### src/rtl/lbvs_pkg.sv
`timescale 1ns / 1ps
`default_nettype none

package lbvs_pkg;

    // Bone store geometry.
    localparam int MAX_BONES      = 128;
    localparam int WORDS_PER_BONE = 12;
    localparam int MEM_DEPTH      = MAX_BONES * WORDS_PER_BONE;
    localparam int ADDR_W         = $clog2(MEM_DEPTH);
    localparam int TRANS_BASE     = 9;

    // Fixed-point format and the width of a three-term dot product plus translation.
    localparam int FRAC_BITS = 16;
    localparam int SUM_W     = 66 - FRAC_BITS;

    // Queue between the front and the back.
    localparam int QUEUE_DEPTH = 2;
    localparam int PTR_W       = $clog2(QUEUE_DEPTH);

    // Function codes of an input item.
    typedef enum logic [1:0] {
        FUNC_LOAD   = 2'd0,
        FUNC_VERTEX = 2'd1,
        FUNC_WEIGHT = 2'd2,
        FUNC_NONE   = 2'd3
    } func_t;

    // Commands that reach the back.
    typedef enum logic [1:0] {
        CMD_LOAD,
        CMD_VERTEX,
        CMD_WEIGHT
    } cmd_t;

    // One classified item in the queue.
    typedef struct packed {
        cmd_t               cmd;
        logic               ok;
        logic               last;
        logic [ADDR_W-1:0]  addr;
        logic signed [31:0] vx;
        logic signed [31:0] vy;
        logic signed [31:0] vz;
        logic signed [31:0] wt;
    } item_t;

    // Back sequencer states.
    typedef enum logic [2:0] {
        ST_IDLE,
        ST_RD,
        ST_MUL,
        ST_ACC,
        ST_WMUL,
        ST_WACC,
        ST_NORM,
        ST_DONE
    } state_t;

    // Saturate a signed value to a 32-bit word.
    function automatic logic signed [31:0] sat_word(input logic signed [63:0] x);
        logic signed [31:0] r;
        if (x > 64'sh0000_0000_7FFF_FFFF)
            r = 32'sh7FFF_FFFF;
        else if (x < -64'sh0000_0000_8000_0000)
            r = 32'sh8000_0000;
        else
            r = x[31:0];
        return r;
    endfunction

endpackage

`default_nettype wire

### src/rtl/lbvs_front.sv
`timescale 1ns / 1ps
`default_nettype none

module lbvs_front (
    input  wire logic                 clk,
    input  wire logic                 rst_n,
    input  wire logic                 in_valid,
    output logic                      in_ready,
    input  wire logic [1:0]           func,
    input  wire logic [7:0]           bone,
    input  wire logic [3:0]           elem,
    input  wire logic signed [31:0]   vec_x,
    input  wire logic signed [31:0]   vec_y,
    input  wire logic signed [31:0]   vec_z,
    input  wire logic signed [31:0]   blend,
    input  wire logic                 last,
    input  wire logic [7:0]           bone_count,
    output lbvs_pkg::item_t           q_item,
    output logic                      q_valid,
    input  wire logic                 q_pop
);

    logic                       in_range;
    logic                       bone_ok;
    logic                       keep;
    logic                       push;
    logic [12:0]                addr_wide;
    lbvs_pkg::item_t            new_item;
    lbvs_pkg::item_t            q_mem [lbvs_pkg::QUEUE_DEPTH];
    logic [lbvs_pkg::PTR_W-1:0] wr_ptr_reg;
    logic [lbvs_pkg::PTR_W-1:0] rd_ptr_reg;
    logic [lbvs_pkg::PTR_W:0]   count_reg;
    logic [lbvs_pkg::PTR_W:0]   count_next;

    // Classify the incoming item.
    always_comb
    begin
        in_range  = {1'b0, bone} < 9'(lbvs_pkg::MAX_BONES);
        bone_ok   = in_range && (bone < bone_count);
        addr_wide = {5'b0, bone} * 13'(lbvs_pkg::WORDS_PER_BONE);
        keep      = 1'b0;
        new_item.cmd = lbvs_pkg::CMD_LOAD;
        unique case (lbvs_pkg::func_t'(func))
            lbvs_pkg::FUNC_LOAD:
            begin
                keep         = in_range && (elem < 4'(lbvs_pkg::WORDS_PER_BONE));
                addr_wide    = addr_wide + {9'b0, elem};
                new_item.cmd = lbvs_pkg::CMD_LOAD;
            end
            lbvs_pkg::FUNC_VERTEX:
            begin
                keep         = 1'b1;
                new_item.cmd = lbvs_pkg::CMD_VERTEX;
            end
            lbvs_pkg::FUNC_WEIGHT:
            begin
                keep         = 1'b1;
                new_item.cmd = lbvs_pkg::CMD_WEIGHT;
            end
            default:
            begin
                keep = 1'b0;
            end
        endcase
        new_item.ok   = bone_ok;
        new_item.last = last;
        new_item.addr = addr_wide[lbvs_pkg::ADDR_W-1:0];
        new_item.vx   = vec_x;
        new_item.vy   = vec_y;
        new_item.vz   = vec_z;
        new_item.wt   = blend;
    end

    // Queue handshake; items with no effect are taken and dropped.
    assign in_ready = count_reg != (lbvs_pkg::PTR_W + 1)'(lbvs_pkg::QUEUE_DEPTH);
    assign push     = in_valid && in_ready && keep;
    assign q_valid  = count_reg != '0;
    assign q_item   = q_mem[rd_ptr_reg];

    always_comb
    begin
        count_next = count_reg;
        if (push && !q_pop)
            count_next = count_reg + 1'b1;
        else if (!push && q_pop)
            count_next = count_reg - 1'b1;
    end

    // Queue pointers.
    always_ff @(posedge clk or negedge rst_n)
    begin
        if (!rst_n)
        begin
            wr_ptr_reg <= '0;
            rd_ptr_reg <= '0;
            count_reg  <= '0;
        end
        else
        begin
            if (push)
                wr_ptr_reg <= wr_ptr_reg + 1'b1;
            if (q_pop)
                rd_ptr_reg <= rd_ptr_reg + 1'b1;
            count_reg <= count_next;
        end
    end

    // Queue storage.
    always_ff @(posedge clk)
    begin
        if (push)
            q_mem[wr_ptr_reg] <= new_item;
    end

endmodule

`default_nettype wire

### config.mk
export PLATFORM = sky130hd
export DESIGN_NAME = lbvs_front
export DESIGN_NICKNAME = d
export VERILOG_FILES = /design/src/rtl/lbvs_pkg.sv /design/src/rtl/lbvs_front.sv
export SDC_FILE = /design/constraint.sdc
export NUM_CORES = 1
export LEC_CHECK = 0
export BUFFER_PORTS_ARGS = -buffer_cell sky130_fd_sc_hd__buf_2
export CORE_MARGIN = 10
export CORE_UTILIZATION = 45
export DETAILED_ROUTE_END_ITERATION = 10
export GPL_ROUTABILITY_DRIVEN = 1
export PLACE_DENSITY = 0.69
export SLEW_MARGIN = 30
export SYNTH_ARGS = -nofsm -noshare
export SYNTH_HDL_FRONTEND = slang
export SYNTH_SLANG_ARGS = --single-unit
export TNS_END_PERCENT = 30
### constraint.sdc
create_clock -name clk -period 20.9 [get_ports clk]
set_input_delay 2.09 -clock clk [delete_from_list [all_inputs] [get_ports clk]]
set_output_delay 2.09 -clock clk [all_outputs]
set_load 0.02 [all_outputs]
==> flow_summary.yaml, run 1 <==
power:
  p_total_mw: 1.73
  power.density_nw_per_um2: 124
  peakVddDrop_mv: 0.103
  p_leak_nw: 5.28
final_layout:
  final_util_pct: 57.3
  largest_reg_flops: 286
  instances_no_fill: 1213
  fin_area_um2: 14000
  fin_nets: 1045
  syn_to_final_growth_pct: 24.7
  drive_gt1_share_pct: 56.4
  nFillCells: 1964
critical_path:
  cp_data_arrival_time_ps: 3000
  path_buf_inv: 2
  required_ps: 18810
  path_max_fanout: 79
  cp-start-kind: "register"
  worstSetupPathType: "register to primary output"
  cp_cell_sequence: "buf_6 > mux2_2 > buf_2"
  end_kind: "primary output"
  max_stage_delay_ps: 1020
  cp_top_family: "flip-flops"
  crit_slowest_cell: "dfrtp_4"
grt:
  grt_pass1_vias: 6318
  grtUsageTotal_pct: 14.1
  grt_max_degree: 80
  grt_pass1_wl_um: 35000
  antenna_found_initial: 1
  gr-total-overflow: 0
route:
  vias: 5990
  drtAntennaViolNets: 0
  drt_first_pass_iters: 4
  vias_per_cell: 4.94
  drc: 0
  routed_wl_um: 23800
  wl_per_cell_um: 19.7
  drtIter0Drc: 387
die:
  row_count: 57
  num_io_pins: 300
  coreArea_um2: 24400
  start_util_pct: 46.0
  die_w_um: 178
  die_y_um: 178
  dieArea_um2: 31600
synthesis:
  synth_xor_area_share_pct: 1.46
  ys_types: 32
  synth_warnings: 0
  synthCells: 548
  synth_nets: 726
  synthAdderAreaFrac_pct: 2.70
  ys_ff_latch: 290
  synth_top_family_by_area: "multiplexers"
  yosys.area_share.simple_pct: 1.18
  ys_seq_area_share_pct: 77.5
  syn_area_um2: 11200
  yosys-mux-area-fraction_pct: 14.6
  synth_compound_area_share_pct: 1.51
  syn_avg_cell_area_um2: 20.5
clock_network:
  cts_buffer_depth: 3
  cts_max_level: 1
  numCtsBuffers: 29
  clock_latency_ps: 550
  cts_resized: 0
  cts_root_buf: "clkbuf_16"
  post_cts_buffers: 0
  path_clk_slew_ps: 60
  cts_sinks: 290
  cts_tree: "built"
  hold_buffers: 0
timing:
  worst_clock_skew_ps: 14.0
  worst_pin_slew_ps: 945
  hold_viol: 0
  finalSetupViolations: 0
  slew_headroom_pct: 37.0
  rsz0062_at_grt: "false"
  drv_slew: 0
  clock.fmax_ghz: 0.196
  setup_tns_ps: 0
  finalCritPeriodShare_pct: 24.4
  period_needed_ps: 5090
placed_design:
  dpl_cell_area_um2: 13100
  placedCellCount: 1160
  io_buffers: 299
  hpwl_um: 16500
  gp_congestion: 0.764
worst_hold_path:
  min_path_type: "register to register"
outcome:
  outcome: "completed"
run:
  drv_cap: 0
cells in the final DEF, fill, tap and decap left out, types with 2 or more instances in the layout:
master / synthesis / final
buf_2: 15 / 299
edfxtp_1: 286 / 286
mux2_2: 145 / 145
clkbuf_16: 0 / 29
ha_1: 21 / 21
inv_1: 11 / 11
xnor2_1: 8 / 8
xor2_1: 7 / 7
clkinv_2: 0 / 7
clkinv_1: 0 / 6
clkbuf_1: 1 / 6
o21ai_0: 4 / 4
a21oi_1: 4 / 4
a21o_1: 4 / 4
nor2_1: 4 / 4
a211oi_1: 3 / 3
o21bai_1: 3 / 3
nand2_1: 3 / 3
and2_1: 4 / 3
dfrtp_1: 4 / 3
buf_4: 0 / 3
diode_2: 0 / 2
a21oi_2: 2 / 2
xnor2_2: 2 / 2
o21a_1: 2 / 2
a31oi_1: 2 / 2
nand2b_1: 2 / 2
fa_1: 2 / 2
cells in the mapped netlist:
master	n	area share [%]
a211o_1	1	0.078
a211oi_1	3	0.20
a21o_1	4	0.27
a21oi_1	4	0.18
a21oi_2	2	0.16
a31oi_1	2	0.11
and2_1	4	0.22
and3_4	1	0.10
and4bb_2	1	0.11
buf_2	15	0.67
clkbuf_1	1	0.033
dfrtp_1	4	0.89
edfxtp_1	286	77
fa_1	2	0.36
ha_1	21	2.3
inv_1	11	0.37
mux2_2	145	15
nand2_1	3	0.10
nand2b_1	2	0.11
nand3_1	1	0.045
nand3_2	1	0.089
nor2_1	4	0.13
nor2b_1	1	0.056
nor3_1	1	0.045
nor3b_2	1	0.11
o21a_1	2	0.13
o21ai_0	4	0.18
o21bai_1	3	0.20
or2_2	1	0.056
xnor2_1	8	0.63
xnor2_2	2	0.29
xor2_1	7	0.55
metal layers:
metal  global-route usage, %  wire, um
met2                    23.4     11500
met4                    3.68       408
met5                       0         0
met1                    17.6      9750
met3                    4.57      2140
cell families after synthesis:
| group | Yosys count |
|---|---|
| compound gates | 25 |
| simple gates | 21 |
| xor+xnor | 17 |
| flops | 290 |
| fa+ha+maj | 23 |
| mux | 145 |
| buf+inv | 27 |
power by group:
part / switching (mW) / internal [mW]
sequential: 0.0400 / 0.716
combinational: 0.294 / 0.206
clock: 0.207 / 0.267
total: 0.541 / 1.19
final cells by class:
| class | count | area, um^2 | area share, % |
|---|---|---|---|
| well taps | 324 | 405 | 2.90 |
| repair buffers | 304 | 1560 | 11.1 |
| multi-input cells | 231 | 2410 | 17.3 |
| diodes | 2 | 5.00 | 0.0358 |
| clock inverters | 16 | 115 | 0.824 |
| clock buffers | 35 | 748 | 5.35 |
| inverters | 11 | 41.3 | 0.295 |
| flip-flops and latches | 290 | 8690 | 62.2 |
worst paths after layout:
path                              start           end  slack (ps)  depth (start not counted)
min                        count_reg[1]  count_reg[1]         490                          1
max in group asynchronous         rst_n    rd_ptr_reg       19430                          1
max                          rd_ptr_reg   q_item[137]       15810                          3
min in group asynchronous         rst_n  count_reg[1]        1330                          1
min reg2reg                count_reg[1]  count_reg[1]         490                          1
max reg2reg                count_reg[0]  q_mem[1][82]       18040                          5
metrics by stage:
step           hold slack, ps  setup WS [ps]
2_1_floorplan             455          11120
3_3_place_gp              471          15620
3_5_place_dp              479          15790
4_1_cts                   493          15790
5_1_grt                   517          15670
6_report                  494          15810
Note: power is estimated with default switching activity, not from simulation.
==> run 2: changes to the inputs <==
ABC_AREA = 1   (was not set)
PLACE_DENSITY = 0.71   (was 0.69)
clock period = 4.65 ns   (was 20.9 ns; I/O delays follow)
==> flow_summary.yaml, run 2 <==
outcome:
  outcome: "completed"
timing:
  clock.fmax_ghz: 0.336
  setup_tns_ps: 0
  drv_slew: 0
  finalSetupViolations: 0
  finalCritPeriodShare_pct: 64.1
  slew_headroom_pct: 46.6
  rsz0062_at_grt: "false"
  period_needed_ps: 2980
  worst_clock_skew_ps: 11.4
  layout_setup_ws_ps: 1670
  worst_pin_slew_ps: 798
  hold_viol: 0
synthesis:
  async_flop_share_pct: 1.38
  syn_area_um2: 11400
  yosys.area_share.simple_pct: 3.54
  synth_top_area_cell: "edfxtp_1"
  synthTopCellsByCount: "286 x edfxtp_1, 144 x mux2_2, 44 x nand2_1, 34 x inv_1, 21 x ha_1"
  synthAdderAreaFrac_pct: 2.65
  synthTopCellsByArea: "edfxtp_1 75%, mux2_2 14%, ha_1 2.3%, nand2_1 1.4%, inv_1 1.1%"
  synth_ff_type: "edfxtp_1"
  synth_compound_area_share_pct: 0.690
  ys_types: 28
  synth_warnings: 0
  synth_edf_count: 286
  synth_xor_area_share_pct: 0.536
  yosysTopAreaCellShare_pct: 75.1
  synthCells: 615
  synth_nets: 793
  syn_avg_cell_area_um2: 18.6
  synth_top_family_by_area: "multiplexers"
  ys_ff_latch: 290
  ys_seq_area_share_pct: 76.0
  yosys-mux-area-fraction_pct: 14.2
  synth_most_common_cell: "edfxtp_1"
die:
  dieArea_um2: 32200
  num_io_pins: 300
  die_w_um: 179
  coreArea_um2: 25100
  row_count: 58
  die_y_um: 179
  start_util_pct: 45.5
clock_network:
  cts_max_level: 1
  post_cts_buffers: 0
  cts_root_buf: "clkbuf_16"
  clock_latency_ps: 540
  cts_resized: 0
  numCtsBuffers: 29
  cts_tree: "built"
  cts_sinks: 290
  path_clk_slew_ps: 60
  cts_buffer_depth: 3
power:
  peakVddDrop_mv: 0.260
  p_total_mw: 7.87
  power.density_nw_per_um2: 551
  p_leak_nw: 5.53
critical_path:
  required_ps: 4180
  path_max_fanout: 53
  end_kind: "primary output"
  cp_data_arrival_time_ps: 2510
  worstSetupPathType: "register to primary output"
  cp-start-kind: "register"
route:
  routed_wl_um: 25000
  drtIter0Drc: 387
  wl_per_cell_um: 19.3
  drt_first_pass_iters: 4
  vias_per_cell: 4.85
  vias: 6282
  drtAntennaViolNets: 0
  drc: 0
placed_design:
  dp_slack_ps: 1790
  hpwl_um: 17700
  placedCellCount: 1234
  io_buffers: 299
  gp_congestion: 0.794
  dpl_cell_area_um2: 13300
final_layout:
  drive_gt1_share_pct: 53.4
  largest_reg_flops: 286
  multi_input_area_um2: 2480
  fin_area_um2: 14300
  instances_no_fill: 1294
  syn_to_final_growth_pct: 24.9
  regArea_um2: 8690
  layout_commonest_cell: "buf_2"
  fin_nets: 1114
  nFillCells: 1991
  layout_common_cells: "299 x buf_2, 286 x edfxtp_1, 144 x mux2_2"
grt:
  gr-total-overflow: 0
  grtUsageTotal_pct: 14.4
  antenna_found_initial: 6
  grt_max_degree: 68
  grt_pass1_vias: 6626
  grt_pass1_wl_um: 36300
run:
  drv_cap: 0
worst_hold_path:
  min_path_type: "primary input to register"
==> run 2: changes by cell type in the layout (fill, tap and decap cells not counted), moves of 4 or more <==
cell | previous run | this run
nand2_1 | 3 | 44
inv_1 | 11 | 34
nand3_1 | 1 | 8
xnor2_1 | 8 | 1
nand2_2 | 0 | 6
buf_12 | 0 | 5
nor2_1 | 4 | 9
clkbuf_8 | 0 | 4
diode_2 | 2 | 6
inv_2 | 0 | 4
nor2_4 | 0 | 4
==> run 2: report_power, final <==
group | internal, mW | switching, mW | leakage (nW) | total [mW]
registers | 3.21 | 0.156 | 2.65 | 3.36
logic | 0.936 | 1.38 | 2.43 | 2.31
clock network | 1.27 | 0.920 | 0.448 | 2.19
==> run 2: layout make-up <==
class / count / share of cell area [%]
diodes: 6 / 0.105
well taps: 330 / 2.89
clock inverters: 12 / 0.684
repair buffers: 307 / 11.4
multi-input cells: 270 / 17.4
inverters: 38 / 0.999
clock buffers: 41 / 5.68
flip-flops and latches: 290 / 60.9
==> run 2: stage by stage <==
step	hold WS [ps]	utilization (%)
2_1_floorplan	169	-
3_3_place_gp	289	53.1
3_5_place_dp	289	53.1
4_1_cts	73.4	56.8
5_1_grt	76.5	56.8
6_report	105	56.9
==> run 2: path summary, 6_finish.rpt <==
kind,start,slack [ps],cells past startpoint,endpoint
worst max-delay path,rd_ptr_reg,1670,3,q_item[82]
worst min-delay path,vec_z[19],100,1,q_mem[0][51]
worst max register to register,count_reg[1],2290,6,q_mem[1][95]
worst min register to register,count_reg[0],520,1,count_reg[0]
max in group asynchronous,rst_n,4190,2,rd_ptr_reg
min in group asynchronous,rst_n,300,2,wr_ptr_reg
==> run 2: cells by family (layout without fill, tap and decap cells) <==
family | count (synthesis) | in the layout
flip-flops | 290 | 290
adder cells (fa/ha/maj) | 23 | 23
XOR/XNOR | 7 | 7
buffers and inverters | 55 | 398
other | 0 | 6
AO/OA/AOI/OAI | 14 | 14
AND/OR/NAND/NOR | 82 | 82
multiplexers | 144 | 144
==> run 2: layer usage <==
metal	wire (um)	vias up	track usage (%)	part of all wire, %
li1	-	2965	-	-
met1	9670	3065	17.1	39
met2	12700	213	25.3	51
met3	2170	37	3.90	8.7
met4	437	2	4.00	1.7
met5	13	-	0	0.052
==> run 2: repair_timing <==
action | 4_1_cts | 5_1_grt
hold endpoints to repair | 4 | 0
setup endpoints to repair | 0 | 0
hold buffers | 1 | 0
==> run 2: critical path, stage by stage, from the launching register on <==
cell,delay (ps)
dfrtp_4,920
buf_4,460
mux2_2,400
buf_2,170
